===== src/hw/rtl/lsi_pkg.sv =====
package lsi_pkg;

   localparam int CW = 32;          // coordinate width
   localparam int DW = CW + 1;      // endpoint difference
   localparam int PW = 2 * DW;      // difference product
   localparam int SW = PW + 1;      // cross-product sum
   localparam int MW = PW;          // magnitude of a cross product
   localparam int QB = CW + 2;      // quotient bits kept before clamping
   localparam int NW = DW + MW;     // magnitude of offset numerator
   localparam int RW = MW;          // divider remainder

   localparam logic [QB:0] MAG_LIMIT = (QB+1)'(1) << (CW + 1);

   typedef enum logic [1:0] {
      KIND_NONE      = 2'd0,
      KIND_BOUNDED   = 2'd1,
      KIND_UNBOUNDED = 2'd2
   } kind_type;

   typedef struct packed {
      logic signed [CW-1:0] first_start_x;
      logic signed [CW-1:0] first_start_y;
      logic signed [CW-1:0] first_end_x;
      logic signed [CW-1:0] first_end_y;
      logic signed [CW-1:0] other_start_x;
      logic signed [CW-1:0] other_start_y;
      logic signed [CW-1:0] other_end_x;
      logic signed [CW-1:0] other_end_y;
   } req_type;

   typedef struct packed {
      kind_type             kind;
      logic signed [CW-1:0] point_x;
      logic signed [CW-1:0] point_y;
      logic                 point_valid;
      logic                 point_saturated;
   } rsp_type;

   typedef struct packed {
      kind_type             kind;
      logic signed [CW-1:0] start;
      logic                 neg;
   } side_type;

endpackage


===== src/hw/rtl/lsi_place.sv =====
module lsi_place import lsi_pkg::*; (
   input  logic                 clock,
   input  logic [QB-1:0]        quo,
   input  logic [RW-1:0]        rem,
   input  logic [MW-1:0]        den,
   input  logic                 big,
   input  side_type             side,
   output logic signed [CW-1:0] point,
   output logic                 sat
);

   localparam int TW = QB + 2;
   localparam logic signed [TW-1:0] HI = TW'((64'(1) << (CW - 1)) - 64'(1));
   localparam logic signed [TW-1:0] LO = -HI - TW'(1);

   logic [QB-1:0]        mag_ff;
   logic                 neg_ff;
   logic signed [CW-1:0] start_ff;
   logic signed [CW-1:0] pt_ff;
   logic                 sat_ff;

   logic                 rnd_in;
   logic [QB:0]          q1_in;
   logic signed [TW-1:0] tot_in;

   always_comb begin
      rnd_in = ({rem, 1'b0} >= {1'b0, den});
      q1_in  = (QB+1)'(quo) + (QB+1)'(rnd_in);
      tot_in = neg_ff ? TW'(start_ff) - TW'({1'b0, mag_ff})
                      : TW'(start_ff) + TW'({1'b0, mag_ff});
   end

   // round, clamp, then add and saturate
   always_ff @(posedge clock) begin
      mag_ff   <= (big || (q1_in > MAG_LIMIT)) ? QB'(MAG_LIMIT) : QB'(q1_in);
      neg_ff   <= side.neg;
      start_ff <= side.start;
      if (tot_in > HI) begin
         pt_ff  <= CW'(HI);
         sat_ff <= 1'b1;
      end else if (tot_in < LO) begin
         pt_ff  <= CW'(LO);
         sat_ff <= 1'b1;
      end else begin
         pt_ff  <= CW'(tot_in);
         sat_ff <= 1'b0;
      end
   end

   assign point = pt_ff;
   assign sat   = sat_ff;

endmodule


===== config.mk =====
export PLATFORM = sky130hd
export DESIGN_NAME = lsi_place
export DESIGN_NICKNAME = d
export VERILOG_FILES = /design/src/hw/rtl/lsi_pkg.sv /design/src/hw/rtl/lsi_place.sv
export SDC_FILE = /design/constraint.sdc
export NUM_CORES = 1
export LEC_CHECK = 0
export BUFFER_PORTS_ARGS = -buffer_cell sky130_fd_sc_hd__clkbuf_2
export CAP_MARGIN = 20
export CORE_AREA = 5 5 135 137
export CTS_CLUSTER_DIAMETER = 150
export DETAILED_ROUTE_END_ITERATION = 10
export DIE_AREA = 0 0 140 142
export GPL_TIMING_DRIVEN = 1
export HOLD_SLACK_MARGIN = 0.15
export PLACE_DENSITY = 0.74
export RECOVER_POWER = 100
export SYNTH_ARGS = -nofsm -noshare
export SYNTH_HDL_FRONTEND = slang
export SYNTH_SLANG_ARGS = --single-unit

===== constraint.sdc =====
create_clock -name clock -period 5.1 [get_ports clock]
set_input_delay 1.275 -clock clock [delete_from_list [all_inputs] [get_ports clock]]
set_output_delay 1.275 -clock clock [all_outputs]
set_load 0.005 [all_outputs]

==> reports/metrics.cfg, run 1 <==
[critical_path]
worstSetupPathType=input port to flip-flop
start_kind=input port
crit_path_end_kind=flip-flop
worst-endpoint-required_ns=5.35
cp.arrival_ns=5.13
slowest_delay_ns=0.41
crit_start=rem[0]
crit_fanout=8
cp_slowest_cell=a2111o_1
reg2reg_from=mag_ff[3]
path_cells=clkbuf_2 -> ha_4 -> nor2b_1 -> o21a_1 -> o211ai_1 -> a21boi_1 -> o21ai_1 -> a2111oi_2 -> o21ai_1 -> a2111o_1 -> a31oi_4 -> ha_4 -> nand3_2 -> nor4_2 -> buf_4 -> nor3b_4 -> nand3b_1 -> nor2_2 -> nand4_1 -> nor2b_4 -> o21bai_4 -> clkbuf_16 -> nor2_1

[status]
status=complete, no violations

[placed_design]
place_ws_ns=-0.3998
globalplace.congestion=0.9038
portBuffers=233
place_hpwl_um=17540

[detailed_routing]
first_iter_violations=413
dr.pass1.iters=5
routed_wl_um=20790
drc=0
viasPerCell=5.023
wl_per_cell_um=14.99
num_vias=6967
antenna_left=0

[global_routing]
grt_pass1_vias=6910
grt_antenna_before_repair=3
grt_use_total_pct=20.26
overflow=0
grt_pass1_wl_um=32730
grt_max_degree=35

[synth]
synth_top_family_by_area=compound AO/OA/AOI/OAI gates
synthCells=898
yosysTopAreaCell=dfxtp_1
synth_ff_type=dfxtp_1
async_reset_ff_share_pct=0
synthAdderAreaFrac_pct=17.62
ys_seq_elements=100
yosysUniqueCellTypes=63
yosys.area_share.simple_pct=17.17
synth_top_area_share_pct=26.95
synth_xor_area_share_pct=11.10
synth_fp_nets=1205
synth_area_per_cell_um2=8.271
syn-cell-area_um2=7427
synth_warnings=0
yosysSeqAreaShare_pct=26.95
muxShareOfSynthArea_pct=0.4043
synth-edff-count=0
synth_area_leaders=dfxtp_1 (27%), ha_1 (17%), xnor2_1 (7.5%)
synth_compound_area_share_pct=20.52

[floorplanning]
initial_core_util_pct=43.85
core-area_um2=16940
fp.dieW_um=140
dieHeight_um=142
fp-row-count=48
die-area_um2=19880
num_io_pins=236

[clock_network]
h-tree-depth=3
clk_latency_ns=0.35
max-clock-path-buffers=2
clock_sinks=100
cts_root_buf=clkbuf_16
cts_hold_buf=0
cts_buffers=9
cts_tree=yes
clkSlewWorstSetupHoldPaths_ns=0.07

[sta]
setup_slack_ns=0.2122
max_freq_mhz=204.6
hold_viol_final=0
whs_ns=0.6778
drv_slew=0
worst_pin_slew_ns=0.7817
post-route-period-util_pct=95.84
grt_setup_unrepaired=yes
finalSetupTns_ns=0
setup_viol=0
clock_skew_ns=0.01105
relSlewSlack_pct=47.82
layout_min_cycle_time_ns=4.888

[min_path]
hp-start=start_ff[1]
hp-class=flip-flop to flip-flop

[run]
maxCapViolations=0

[power_and_ir_drop]
ir_drop_uv=176.2
power_leakage_nw=4.800
powerDensity_nw_per_um2=289.7
power_w=0.002772

[cells_and_area]
drive_gt1_share_pct=26.98
syn_to_final_growth_pct=28.82
final_cell_mix=clkbuf_2 (213), ha_1 (101), dfxtp_1 (100)
fillCellCount=1573
layout.nets=1462
seq_area_um2=2002
multi_input_area_um2=5132
layout.cells.most_common=clkbuf_2

## worst paths after layout
check                                   to  slack [ns]  cells past startpoint
worst max register to register   point[16]        0.33                     20
worst min-delay path              point[1]        0.68                      2
worst max-delay path            mag_ff[13]        0.21                     23
worst min register to register    point[1]        0.68                      2
## cells by family (layout without fill, tap and decap cells)
logic type      Yosys count  count (layout)
simple gates            259             259
compound gates          225             225
buf+inv                 115             377
fa+ha+maj               104             104
flops                   100             100
xor+xnor                 92              92
mux                       3               3
other cells               0               2
## per-stage QoR
stage | instance area [µm²] | cells | utilization, %
floorplan | 7433 | 898 | -
global placement | 9030 | 1361 | 53.32
detailed placement | 9030 | 1361 | 53.32
CTS | 9333 | 1377 | 55.10
global route | 9568 | 1387 | 56.49
finish | 9568 | 1387 | 56.49
## Yosys cell counts (3+ instances only)
cell type  count
and2_1         3
or3_1          8
nand2_1       47
xnor2_1       64
nor3_1        15
o21a_1         5
and3_1         4
buf_1          3
a211o_1        5
buf_6          3
nor2_1       100
inv_1         90
buf_2          7
o211ai_1       5
nand3_1       26
nand2b_1       5
or4_1          3
clkbuf_1      12
o21ai_0       26
o21bai_1       7
nand4_1       27
nor4_1         4
ha_1         103
a21oi_1       70
mux2i_1        3
nor2b_1        6
xor2_1        27
a21o_1        64
dfxtp_1      100
a31oi_1        8
a2111oi_0      4
## repair_timing
item	in CTS	in global routing
setup buffers	0	4
setup endpoints to repair	33	66
gates resized for setup	2	39
cloned	0	4
pin swaps	0	7
## per-layer routing
metal	share of wire [%]	vias up	global-route usage, %
met2	51	211	37.28
met3	7.4	33	5.343
met4	2.7	2	7.904
met1	39	3048	22.32
met5	0.063	-	0
li1	-	3673	-
## where the power goes
part / switching (W) / leakage [nW] / internal [W]
clock network: 0.000309 / 0.143 / 0.000353
registers: 0.0000494 / 0.836 / 0.000923
logic: 0.000593 / 3.82 / 0.000544
## final cells by class
cell class | instances | area share [%]
multi-input combinational | 683 | 53.64
timing repair buffer | 271 | 15.82
clock buffer | 10 | 2.498
clock inverter | 6 | 0.5885
antenna | 2 | 0.05231
sequential | 100 | 20.92
tap | 225 | 2.942
inverter | 90 | 3.531
## state kept, by name, summed over array words and instances (netlist names)
register,cells
mag_ff,34
neg_ff,1
point,32
start_ff,32
sat,1
## worst max-delay path: cells and delay by family
family	cells	cell delay [ns]
and+or+nand+nor	9	1.20
adders and majority gates	2	0.40
buffers and inverters	3	0.51
AOI/OAI and AO/OA	9	1.73
(Power assumes the default switching activity.)
==> inputs of run 2 (changes only) <==
--- a/config.mk
+++ b/config.mk
@@ -13,8 +13,9 @@
 export DIE_AREA = 0 0 140 142
 export GPL_TIMING_DRIVEN = 1
 export HOLD_SLACK_MARGIN = 0.15
-export PLACE_DENSITY = 0.74
+export PLACE_DENSITY = 0.71
 export RECOVER_POWER = 100
+export SETUP_SLACK_MARGIN = 0.2
 export SYNTH_ARGS = -nofsm -noshare
 export SYNTH_HDL_FRONTEND = slang
 export SYNTH_SLANG_ARGS = --single-unit
==> constraint.sdc (replaced) <==
create_clock -name clock -period 5.8 [get_ports clock]
set_input_delay 1.45 -clock clock [delete_from_list [all_inputs] [get_ports clock]]
set_output_delay 1.45 -clock clock [all_outputs]
set_load 0.005 [all_outputs]
==> run 2 against run 1 <==
Wire length decreased by 5.7%; sequential power decreased by 12%; critical endpoint is now mag_ff[25]; total power decreased by 14%; sequential share of layout area increased by 0.82 points; count of clock-buffer cells in the layout unchanged; critical path depth increased by 1; cell area decreased by 3.8%; die area unchanged; core utilization decreased by 2.1 points.
==> reports/metrics.cfg, run 2 (synthesis results as in run 1) <==
[cells_and_area]
fin_area_um2=9208  ; -3.8%
top_register=mag_ff
final_cell_mix=clkbuf_2 (212), ha_1 (103), dfxtp_1 (100)
fillCellCount=1649  ; +4.8%
layout.nets=1439  ; -1.6%
drive_gt1_share_pct=22.87  ; -4.1 points
syn_to_final_growth_pct=23.97
largest_register_ffs=34  ; unchanged
layout.cells.most_common=clkbuf_2

[critical_path]
critPathTopFamily=compound AO/OA/AOI/OAI gates
cp.arrival_ns=5.47  ; +0.34 ns
worstSetupPathType=input port to flip-flop
reg2reg_from=mag_ff[3]
start_kind=input port
crit_end=mag_ff[25]
crit_path_end_kind=flip-flop
cp_slowest_cell=a2111oi_0
worst-endpoint-required_ns=6.04  ; +0.69 ns
cp.depth=24  ; +4.3%
worstRegToRegCells=20  ; unchanged
crit_buf_inv=4  ; +1
path_cells=clkbuf_2 -> inv_1 -> ha_1 -> nor2b_1 -> o21a_1 -> o211ai_1 -> a21boi_0 -> o21ai_0 -> a2111oi_0 -> o21ai_1 -> a2111o_1 -> a31oi_2 -> ha_1 -> nand3_1 -> nor4_2 -> buf_4 -> nor3b_2 -> nand3b_1 -> nor2_2 -> nand4_1 -> nor2b_1 -> o21bai_4 -> clkbuf_16 -> nor2_1
crit_start=den[1]
r2r-end=point[25]
crit_fanout=16  ; +8
slowest_delay_ns=0.41  ; about the same
reg2reg_slack_ns=0.62  ; +0.29 ns

[clock_network]
clkSlewWorstSetupHoldPaths_ns=0.07  ; about the same
max-clock-path-buffers=2  ; unchanged
clk_latency_ns=0.35  ; about the same
h-tree-depth=3  ; unchanged
cts_root_buf=clkbuf_16
cts_setup_buffers=0  ; unchanged
cts_tree=yes
clock_sinks=100  ; unchanged
cts_buffers=9  ; unchanged

[detailed_routing]
num_vias=6737  ; -3.3%
wl_per_cell_um=14.38  ; -4.1%
antenna_left=0  ; unchanged
first_iter_violations=379  ; -8.2%
routed_wl_um=19600  ; -5.7%
dr.pass1.iters=6  ; +1
drc=0  ; unchanged
viasPerCell=4.943  ; -1.6%

[min_path]
whs_path_depth=2  ; unchanged
hp-class=flip-flop to flip-flop

[run]
maxCapViolations=0  ; unchanged

[sta]
setup_slack_ns=0.5629  ; +0.3507 ns
clock_skew_ns=0.01149  ; +0.0004379 ns
post-route-period-util_pct=90.29
layout_min_cycle_time_ns=5.237
worst_pin_slew_ns=0.7833  ; +0.001655 ns
drv_slew=0  ; unchanged
max_freq_mhz=190.9
hold_viol_final=0  ; unchanged
setup_viol=0  ; unchanged
finalSetupTns_ns=0  ; unchanged
grt_setup_unrepaired=yes
relSlewSlack_pct=47.71  ; -0.11 points

[global_routing]
grt_pass1_vias=6871  ; -0.56%
grt_max_degree=34  ; -2.9%
grt_use_total_pct=19.73  ; -0.53 points
grt_pass1_wl_um=32220  ; -1.5%
overflow=0  ; unchanged
grt_antenna_before_repair=1  ; -2

[power_and_ir_drop]
power_leakage_nw=4.636  ; -3.4%
ir_drop_uv=180.3  ; +2.3%
switchingPower_w=0.0008177  ; -14%
swShare_pct=34.23  ; -0.11 points
powerDensity_nw_per_um2=259.5  ; -10%
pwr-share-clk_pct=24.9  ; +1.0 points
combPwrFrac_pct=39.4  ; -1.6 points
power.internal_w=0.001571  ; -14%
seq_power_share_pct=35.7  ; +0.6 points

[floorplanning]
die-area_um2=19880  ; unchanged
fp.dieW_um=140  ; unchanged
core-area_um2=16940  ; unchanged
num_io_pins=236  ; unchanged
initial_core_util_pct=43.85  ; unchanged
fp-row-count=48  ; unchanged
dieHeight_um=142  ; unchanged

[placed_design]
globalplace.congestion=0.9058  ; +0.22%
place_ws_ns=-0.01868  ; +0.3811 ns
placed_area_um2=8879  ; -1.7%
place_hpwl_um=17080  ; -2.6%
portBuffers=233  ; unchanged

[status]
status=complete, no violations

[run 2: changes by cell type in the layout (fill, tap and decap cells not counted), sizes merged]
cell | previous run | this run
diode | 2 | 1
clkinv | 3 | 2
buf | 37 | 14
inv | 92 | 94
clkinvlp | 1 | 0
[run 2: layout make-up]
cell class | instances | area, µm² | share of cell area [%]
Sequential cell | 100 | 2002 | 21.74
Inverter | 90 | 337.8 | 3.669
Antenna cell | 1 | 2.502 | 0.02718
Tap cell | 225 | 281.5 | 3.057
Multi-Input combinational cell | 683 | 4994 | 54.23
Clock inverter | 6 | 65.06 | 0.7066
Clock buffer | 10 | 239.0 | 2.595
Timing Repair Buffer | 248 | 1286 | 13.97
[run 2: worst min-delay path by stage]
stage	slack, ns	endpoint	startpoint
floorplan	0.62	point[1]	start_ff[1]
global placement	0.64	point[1]	start_ff[1]
detailed placement	0.65	point[1]	start_ff[1]
CTS	0.68	point[1]	start_ff[1]
global route	0.74	point[1]	start_ff[1]
finish	0.67	point[1]	start_ff[1]
[run 2: per-layer routing]
metal  part of all wire (%)  GRT usage [%]  wire [µm]
met4                    1.3          4.131        253
met1                     39          22.39       7635
met2                     52          37.02      10190
met5                      0              0          0
met3                    7.8          5.544       1522
[run 2: power groups by stage]
| stage | logic (W) | registers [W] | clock network, W |
|---|---|---|---|
| after global placement | 0.000939 | 0.000872 | 0 |
| final | 0.000940 | 0.000853 | 0.000596 |
| after floorplan | 0.000635 | 0.000880 | 0 |
| after CTS | 0.000957 | 0.000855 | 0.000605 |
| after detailed placement | 0.000948 | 0.000871 | 0 |
| after global routing | 0.00107 | 0.000870 | 0.000637 |
[run 2: worst min-delay path, stage by stage, from the launching register on]
cell	delay (ns)
dfxtp_1	0.37
fa_1	0.18
a21o_1	0.10
[run 2: through the flow]
step | cells | hold slack, ns | total power, W | util, %
after floorplan | 898 | 0.6229 | 0.001514 | -
after global placement | 1345 | 0.6420 | 0.001811 | 52.42
after detailed placement | 1345 | 0.6527 | 0.001819 | 52.42
after CTS | 1361 | 0.6775 | 0.002417 | 54.22
after global routing | 1363 | 0.7383 | 0.002579 | 54.37
final | 1363 | 0.6695 | 0.002389 | 54.37
[run 2: what timing repair did]
| action | CTS | global route |
|---|---|---|
| endpoints found under the setup margin | 0 | 66 |
| resized for setup | 0 | 10 |
| hold buffers | 0 | 0 |
